`src/hw/rtl/prf_pkg.sv`:
```
// ----------------------------------------------------------------------------
// Pollard rho factor finder package
// Request and response types, status codes and the modular add helper.
// ----------------------------------------------------------------------------
package prf_pkg;

  localparam int NUM_W = 62;
  localparam int RND_W = 32;
  localparam int CNT_W = $clog2(NUM_W);

  localparam logic [1:0] STAT_FOUND   = 2'd0;
  localparam logic [1:0] STAT_RETRY   = 2'd1;
  localparam logic [1:0] STAT_TIMEOUT = 2'd2;

  typedef struct packed {
    logic [NUM_W-1:0] modulus;
    logic [NUM_W-1:0] start_value;
    logic [NUM_W-1:0] increment;
  } prf_req_t;

  typedef struct packed {
    logic [NUM_W-1:0] factor;
    logic [1:0]       status;
    logic [RND_W-1:0] rounds_used;
  } prf_resp_t;

  typedef struct packed {
    logic busy;
    logic done;
  } prf_mul_stat_t;

  // Sum of two residues below n, reduced once.
  function automatic logic [NUM_W-1:0] add_mod(input logic [NUM_W-1:0] a,
                                               input logic [NUM_W-1:0] b,
                                               input logic [NUM_W-1:0] n);
    logic [NUM_W:0] s;
    s = {1'b0, a} + {1'b0, b};
    if (s >= {1'b0, n}) begin
      s = s - {1'b0, n};
    end
    return s[NUM_W-1:0];
  endfunction

endpackage

```
`src/hw/rtl/prf_mulmod.sv`:
```
// ----------------------------------------------------------------------------
// Modular multiplier
// Shift-and-add product of two residues modulo n, one multiplier bit a cycle.
// ----------------------------------------------------------------------------
module prf_mulmod (
  input  logic                     clk,
  input  logic                     rst_n,
  input  logic                     start,
  input  logic [prf_pkg::NUM_W-1:0] op_a,
  input  logic [prf_pkg::NUM_W-1:0] op_b,
  input  logic [prf_pkg::NUM_W-1:0] modulus,
  output logic [prf_pkg::NUM_W-1:0] product,
  output prf_pkg::prf_mul_stat_t   stat
);
  import prf_pkg::*;

  logic             busy_r, busy_nxt;
  logic [NUM_W-1:0] acc_r, acc_nxt;
  logic [NUM_W-1:0] addend_r, addend_nxt;
  logic [NUM_W-1:0] mbits_r, mbits_nxt;
  logic             finish;

  assign finish       = busy_r && (mbits_r == '0);
  assign stat.busy    = busy_r;
  assign stat.done    = finish;
  assign product      = acc_r;

  always_comb begin
    busy_nxt   = busy_r;
    acc_nxt    = acc_r;
    addend_nxt = addend_r;
    mbits_nxt  = mbits_r;
    if (start) begin
      busy_nxt   = 1'b1;
      acc_nxt    = '0;
      addend_nxt = op_a;
      mbits_nxt  = op_b;
    end else if (finish) begin
      busy_nxt = 1'b0;
    end else if (busy_r) begin
      if (mbits_r[0]) begin
        acc_nxt = add_mod(acc_r, addend_r, modulus);
      end
      addend_nxt = add_mod(addend_r, addend_r, modulus);
      mbits_nxt  = mbits_r >> 1;
    end
  end

  always_ff @(posedge clk) begin
    if (!rst_n) begin
      busy_r <= 1'b0;
    end else begin
      busy_r <= busy_nxt;
    end
    acc_r    <= acc_nxt;
    addend_r <= addend_nxt;
    mbits_r  <= mbits_nxt;
  end

endmodule

```
`src/hw/rtl/pollard_rho_factor_finder.sv`:
```
// ----------------------------------------------------------------------------
// Pollard rho factor finder
// Searches for a divisor of n with the rho iteration and Floyd cycle finding.
// ----------------------------------------------------------------------------
// A request is taken when start is high and busy is low; busy then stays high
// until the response appears on out_resp with a one-cycle out_valid strobe,
// which the receiver must take in that cycle. An even n is answered with the
// factor 2. Otherwise seed and increment are reduced bit-serially. Each round
// then runs three modular squarings on the shared shift-and-add multiplier
// plus a binary gcd.
module pollard_rho_factor_finder (
  input  logic                      clk,
  input  logic                      rst_n,
  input  logic                      in_start,
  input  prf_pkg::prf_req_t         in_req,
  output logic                      busy,
  output logic                      out_valid,
  output prf_pkg::prf_resp_t        out_resp,
  input  logic                      cfg_we,
  input  logic [prf_pkg::RND_W-1:0] cfg_wdata
);
  import prf_pkg::*;

  localparam logic [2:0] ST_IDLE   = 3'd0;
  localparam logic [2:0] ST_EVEN   = 3'd1;
  localparam logic [2:0] ST_RED    = 3'd2;
  localparam logic [2:0] ST_CHECK  = 3'd3;
  localparam logic [2:0] ST_MSTART = 3'd4;
  localparam logic [2:0] ST_MWAIT  = 3'd5;
  localparam logic [2:0] ST_GCD    = 3'd6;

  logic [2:0]       state_r, state_nxt;
  logic [NUM_W-1:0] n_r, n_nxt;
  logic [NUM_W-1:0] tort_r, tort_nxt;
  logic [NUM_W-1:0] hare_r, hare_nxt;
  logic [NUM_W-1:0] offs_r, offs_nxt;
  logic [NUM_W-1:0] src_r, src_nxt;
  logic [NUM_W-1:0] rem_r, rem_nxt;
  logic [CNT_W-1:0] cnt_r, cnt_nxt;
  logic             rsel_r, rsel_nxt;
  logic [1:0]       step_r, step_nxt;
  logic [RND_W-1:0] rnd_r, rnd_nxt;
  logic [NUM_W-1:0] ga_r, ga_nxt;
  logic [NUM_W-1:0] gb_r, gb_nxt;
  logic [RND_W-1:0] maxr_r;
  logic             out_valid_r, out_valid_nxt;
  prf_resp_t        out_resp_r, out_resp_nxt;

  logic             mul_start;
  logic [NUM_W-1:0] mul_x;
  logic [NUM_W-1:0] mul_res;
  prf_mul_stat_t    mul_stat;

  prf_mulmod u_mulmod (
    .clk     (clk),
    .rst_n   (rst_n),
    .start   (mul_start),
    .op_a    (mul_x),
    .op_b    (mul_x),
    .modulus (n_r),
    .product (mul_res),
    .stat    (mul_stat)
  );

  assign mul_x     = (step_r == 2'd0) ? tort_r : hare_r;
  assign busy      = (state_r != ST_IDLE);
  assign out_valid = out_valid_r;
  assign out_resp  = out_resp_r;

  always_comb begin
    logic [NUM_W:0]   t;
    logic [NUM_W-1:0] red;
    logic [NUM_W-1:0] newx;
    logic [NUM_W-1:0] t_next;
    logic [NUM_W-1:0] h_next;
    logic [NUM_W-1:0] diff;
    state_nxt     = state_r;
    n_nxt         = n_r;
    tort_nxt      = tort_r;
    hare_nxt      = hare_r;
    offs_nxt      = offs_r;
    src_nxt       = src_r;
    rem_nxt       = rem_r;
    cnt_nxt       = cnt_r;
    rsel_nxt      = rsel_r;
    step_nxt      = step_r;
    rnd_nxt       = rnd_r;
    ga_nxt        = ga_r;
    gb_nxt        = gb_r;
    out_valid_nxt = 1'b0;
    out_resp_nxt  = out_resp_r;
    mul_start     = 1'b0;
    t             = {rem_r, src_r[NUM_W-1]};
    if (t >= {1'b0, n_r}) begin
      t = t - {1'b0, n_r};
    end
    red    = t[NUM_W-1:0];
    newx   = add_mod(mul_res, offs_r, n_r);
    t_next = (step_r == 2'd0) ? newx : tort_r;
    h_next = (step_r == 2'd0) ? hare_r : newx;
    diff   = (t_next >= h_next) ? t_next - h_next : h_next - t_next;
    unique case (state_r)
      ST_IDLE: begin
        if (in_start) begin
          n_nxt    = in_req.modulus;
          rnd_nxt  = '0;
          src_nxt  = in_req.start_value;
          offs_nxt = in_req.increment;
          rem_nxt  = '0;
          cnt_nxt  = '0;
          rsel_nxt = 1'b0;
          state_nxt = in_req.modulus[0] ? ST_RED : ST_EVEN;
        end
      end
      ST_EVEN: begin
        out_valid_nxt            = 1'b1;
        out_resp_nxt.factor      = NUM_W'(2);
        out_resp_nxt.status      = STAT_FOUND;
        out_resp_nxt.rounds_used = '0;
        state_nxt                = ST_IDLE;
      end
      ST_RED: begin
        rem_nxt = red;
        src_nxt = src_r << 1;
        if (cnt_r == CNT_W'(NUM_W - 1)) begin
          cnt_nxt = '0;
          if (!rsel_r) begin
            tort_nxt = red;
            hare_nxt = red;
            src_nxt  = offs_r;
            rem_nxt  = '0;
            rsel_nxt = 1'b1;
          end else begin
            offs_nxt  = red;
            state_nxt = ST_CHECK;
          end
        end else begin
          cnt_nxt = cnt_r + 1'b1;
        end
      end
      ST_CHECK: begin
        if (rnd_r >= maxr_r) begin
          out_valid_nxt            = 1'b1;
          out_resp_nxt.factor      = '0;
          out_resp_nxt.status      = STAT_TIMEOUT;
          out_resp_nxt.rounds_used = rnd_r;
          state_nxt                = ST_IDLE;
        end else begin
          step_nxt  = 2'd0;
          state_nxt = ST_MSTART;
        end
      end
      ST_MSTART: begin
        mul_start = 1'b1;
        state_nxt = ST_MWAIT;
      end
      ST_MWAIT: begin
        if (mul_stat.done) begin
          tort_nxt = t_next;
          hare_nxt = h_next;
          if (step_r == 2'd2) begin
            rnd_nxt = rnd_r + 1'b1;
            if (diff == '0) begin
              out_valid_nxt            = 1'b1;
              out_resp_nxt.factor      = '0;
              out_resp_nxt.status      = STAT_RETRY;
              out_resp_nxt.rounds_used = rnd_r + 1'b1;
              state_nxt                = ST_IDLE;
            end else begin
              ga_nxt    = diff;
              gb_nxt    = n_r;
              state_nxt = ST_GCD;
            end
          end else begin
            step_nxt  = step_r + 1'b1;
            state_nxt = ST_MSTART;
          end
        end
      end
      ST_GCD: begin
        if (!ga_r[0]) begin
          ga_nxt = ga_r >> 1;
        end else if (ga_r == gb_r) begin
          if (ga_r == n_r) begin
            out_valid_nxt            = 1'b1;
            out_resp_nxt.factor      = '0;
            out_resp_nxt.status      = STAT_RETRY;
            out_resp_nxt.rounds_used = rnd_r;
            state_nxt                = ST_IDLE;
          end else if (ga_r != NUM_W'(1)) begin
            out_valid_nxt            = 1'b1;
            out_resp_nxt.factor      = ga_r;
            out_resp_nxt.status      = STAT_FOUND;
            out_resp_nxt.rounds_used = rnd_r;
            state_nxt                = ST_IDLE;
          end else begin
            state_nxt = ST_CHECK;
          end
        end else if (ga_r > gb_r) begin
          ga_nxt = ga_r - gb_r;
        end else begin
          ga_nxt = gb_r - ga_r;
          gb_nxt = ga_r;
        end
      end
      default: begin
        state_nxt = ST_IDLE;
      end
    endcase
  end

  always_ff @(posedge clk) begin
    if (!rst_n) begin
      state_r     <= ST_IDLE;
      out_valid_r <= 1'b0;
      maxr_r      <= RND_W'(1048576);
    end else begin
      state_r     <= state_nxt;
      out_valid_r <= out_valid_nxt;
      if (cfg_we) begin
        maxr_r <= cfg_wdata;
      end
    end
    n_r        <= n_nxt;
    tort_r     <= tort_nxt;
    hare_r     <= hare_nxt;
    offs_r     <= offs_nxt;
    src_r      <= src_nxt;
    rem_r      <= rem_nxt;
    cnt_r      <= cnt_nxt;
    rsel_r     <= rsel_nxt;
    step_r     <= step_nxt;
    rnd_r      <= rnd_nxt;
    ga_r       <= ga_nxt;
    gb_r       <= gb_nxt;
    out_resp_r <= out_resp_nxt;
  end

endmodule

```
`config.mk`:
```
export PLATFORM = sky130hd
export DESIGN_NAME = pollard_rho_factor_finder
export DESIGN_NICKNAME = d
export VERILOG_FILES = /design/src/hw/rtl/prf_pkg.sv /design/src/hw/rtl/prf_mulmod.sv /design/src/hw/rtl/pollard_rho_factor_finder.sv
export SDC_FILE = /design/constraint.sdc
export NUM_CORES = 2
export LEC_CHECK = 0
export BUFFER_PORTS_ARGS = -buffer_cell sky130_fd_sc_hd__buf_4
export CAP_MARGIN = 10
export CORE_ASPECT_RATIO = 1.4
export CORE_MARGIN = 3
export CORE_UTILIZATION = 50
export CTS_BUF_LIST = sky130_fd_sc_hd__clkbuf_4 sky130_fd_sc_hd__clkbuf_8 sky130_fd_sc_hd__clkbuf_16
export DETAILED_ROUTE_END_ITERATION = 10
export HOLD_SLACK_MARGIN = 0.03
export PLACE_DENSITY = 0.67
export SLEW_MARGIN = 40
export SYNTH_ARGS = -nofsm -noshare
export SYNTH_HDL_FRONTEND = slang
export SYNTH_SLANG_ARGS = --single-unit
```
`constraint.sdc`:
```
create_clock -name clk -period 27 [get_ports clk]
set_input_delay 4.05 -clock clk [delete_from_list [all_inputs] [get_ports clk]]
set_output_delay 4.05 -clock clk [all_outputs]
set_load 0.02 [all_outputs]
```
==> flow_summary.ini <==
[clock_network]
clock_path_buffers = 3
cts_tree = yes
cts_root_buf = clkbuf_16
clk_pin_slew_ns = 0.07
cts_buffers = 96
clock_sinks = 856
ctsHoldBuffers = 0
clock_latency_ns = 0.79
h-tree-depth = 3
cts_resized = 0
cts_setup_buffers = 0

[sta]
slew_headroom = 0.286
hold_slack_ns = 0.485
fin_crit_sh = 0.607
final-setup-viol-count = 0
min_period_ns = 16.38
slew_violations = 0
max_freq_mhz = 61.1
hold_violations = 0
skew_ns = 0.0383
tightest_slew_ns = 1.07
grt_setup_unrepaired = false
fin_tns_setup_ns = 0
worst_slack_ns = 10.62

[logic_synthesis]
synth_async_sr_flop_share = 0
ys_seq_area_frac = 0.325
synth_ff_type = edfxtp_1
synthesis.nets = 9789
synth.avg_cell_area_um2 = 8.51
synth-seq-cells = 856
synth_cells = 8920
synthDistinctLibCells = 109
synth.yosys.warnings = 0
synth_area_mm2 = 0.0759
synth_edf_count = 757

[setup_path]
cpMostUsedCell = a21o_1
start_kind = register
cp.arrival_ns = 16.77
critPathSlowestCell = a211oi_1
crit_path_end_kind = register
worst_path_largest_cell_delay_ns = 0.69
path_max_fanout = 62
worst_ep_required_time_ns = 27.39
crit_buf_inv = 7
critPathTopFamily = compound AO/OA/AOI/OAI gates
critPathKind = register to register

[global_routing]
grt_max_degree = 183
grt_first_pass_wirelength_um = 467000
grt_antenna_before_repair = 21
grt_pass1_vias = 70393
grt.total_usage = 0.405
grt.overflow.total = 0

[route]
vias = 72704
first_iter_violations = 7919
firstDrtPassIters = 6
drc = 0
routed_wl_um = 327000
viasPerCell = 6.54
wire_per_inst_um = 29.5
ant_nets = 0

[run_status]
run_status = complete, no violations

[finish]
fin_area_mm2 = 0.0841
drive_above_1_share = 0.0857
nFillCells = 13873
layout.nets = 9933
syn2layout_area_growth_pct = 10.7

[floorplanning]
die_h_um = 467
die_w_um = 335
rows = 168
initial_core_util = 0.505
fp.coreArea_mm2 = 0.150
die-area_mm2 = 0.157
ios = 320

[placement]
place_ws_ns = 10.83
io_buffers = 319
post_dp_cell_area_mm2 = 0.0806
dp_hpwl_um = 265000
place_congestion = 1.05

[flow_run]
cap_violations = 0

[worst_hold_path]
worstHoldPathType = register to register
[layout make-up]
class / instances / area (µm²) / area share
Antenna cell: 16 / 40.0 / 0.000476
Clock buffer: 119 / 2620 / 0.0311
Clock inverter: 59 / 652 / 0.00775
Inverter: 513 / 1930 / 0.0229
Multi-Input combinational cell: 7168 / 48300 / 0.575
Sequential cell: 856 / 24700 / 0.294
Tap cell: 1955 / 2450 / 0.0291
Timing Repair Buffer: 429 / 3360 / 0.0400
[metrics by stage]
step / utilization / cells
6_report: 0.559 / 11115
5_1_grt: 0.559 / 11104
4_1_cts: 0.558 / 11097
3_5_place_dp: 0.536 / 10919
3_3_place_gp: 0.534 / 10912
2_1_floorplan: - / 8920
[Yosys cell counts (100+ instances only)]
cell,count,area (µm²)
a21oi_1,943,4720
nand2_1,775,2910
nor2_1,771,2890
edfxtp_1,757,22700
o21ai_0,754,3770
ha_1,637,7970
inv_1,507,1900
mux2i_1,427,4270
a21o_1,360,2700
xnor2_1,326,2860
clkbuf_1,319,1200
xor2_1,212,1860
nor3_1,178,891
nand3_1,167,836
nand4_1,147,920
o21bai_1,138,1040
nand2b_1,111,694
a211oi_1,100,751
[worst reg2reg max path: cells and delay by family (launching register included)]
family / cells / cell delay (ns)
AO/OA/AOI/OAI: 25 / 6.21
AND/OR/NAND/NOR: 14 / 4.82
buffers and inverters: 7 / 2.21
adder cells (fa/ha/maj): 4 / 1.58
XOR/XNOR: 2 / 0.45
flip-flops: 1 / 0.36
multiplexers: 1 / 0.26
[per-layer routing]
| metal | wire length [µm] | track usage |
|---|---|---|
| met5 | 44 | 0 |
| met4 | 30300 | 0.306 |
| met3 | 25900 | 0.0597 |
| met2 | 151000 | 0.670 |
| met1 | 120000 | 0.474 |
[flip-flops by register name, indices dropped and copies added, names as in the netlist, 62 cells and up, named ones only]
register	count
offs_r	62
gb_r	62
n_r	62
u_mulmod.addend_r	62
src_r	62
u_mulmod.product	62
tort_r	62
u_mulmod.mbits_r	62
rem_r	62
ga_r	62
out_resp	96
[cell families after synthesis]
logic type               synth area share
XOR/XNOR                           0.0623
AND/OR/NAND/NOR                     0.161
adder cells (fa/ha/maj)             0.108
buffers and inverters              0.0452
AO/OA/AOI/OAI                       0.237
flip-flops                          0.325
multiplexers                       0.0615
[layout by cell type (no fill, tap or decap), types with 55 or more instances in the layout]
cell type / instances
o211ai_1: 66
xor2_1: 204
a211oi_1: 100
mux2i_1: 424
nor2_1: 762
xnor2_1: 318
nand2_1: 770
clkbuf_16: 97
o21bai_1: 138
nand2b_1: 110
inv_1: 507
a21boi_0: 55
a21oi_1: 940
nor2b_1: 86
o21a_1: 67
and3_1: 68
nor4_1: 69
ha_1: 636
and2_1: 77
nand4_1: 147
edfxtp_1: 757
o21ai_0: 734
a21o_1: 360
buf_4: 412
nor3_1: 171
a31oi_1: 69
nand3_1: 167
dfxtp_1: 99
[path summary, 6_finish.rpt]
path,start,end,slack (ns),cells after the start
max,u_mulmod.product[0],out_resp[43],10.62,53
min reg2reg,u_mulmod.product[24],u_mulmod.product[24],0.48,2
max reg2reg,u_mulmod.product[0],out_resp[43],10.62,53
min,u_mulmod.product[24],u_mulmod.product[24],0.48,2
Power is not shown: default switching activity piles up to over one toggle a cycle in this logic, so the estimate is an artifact.
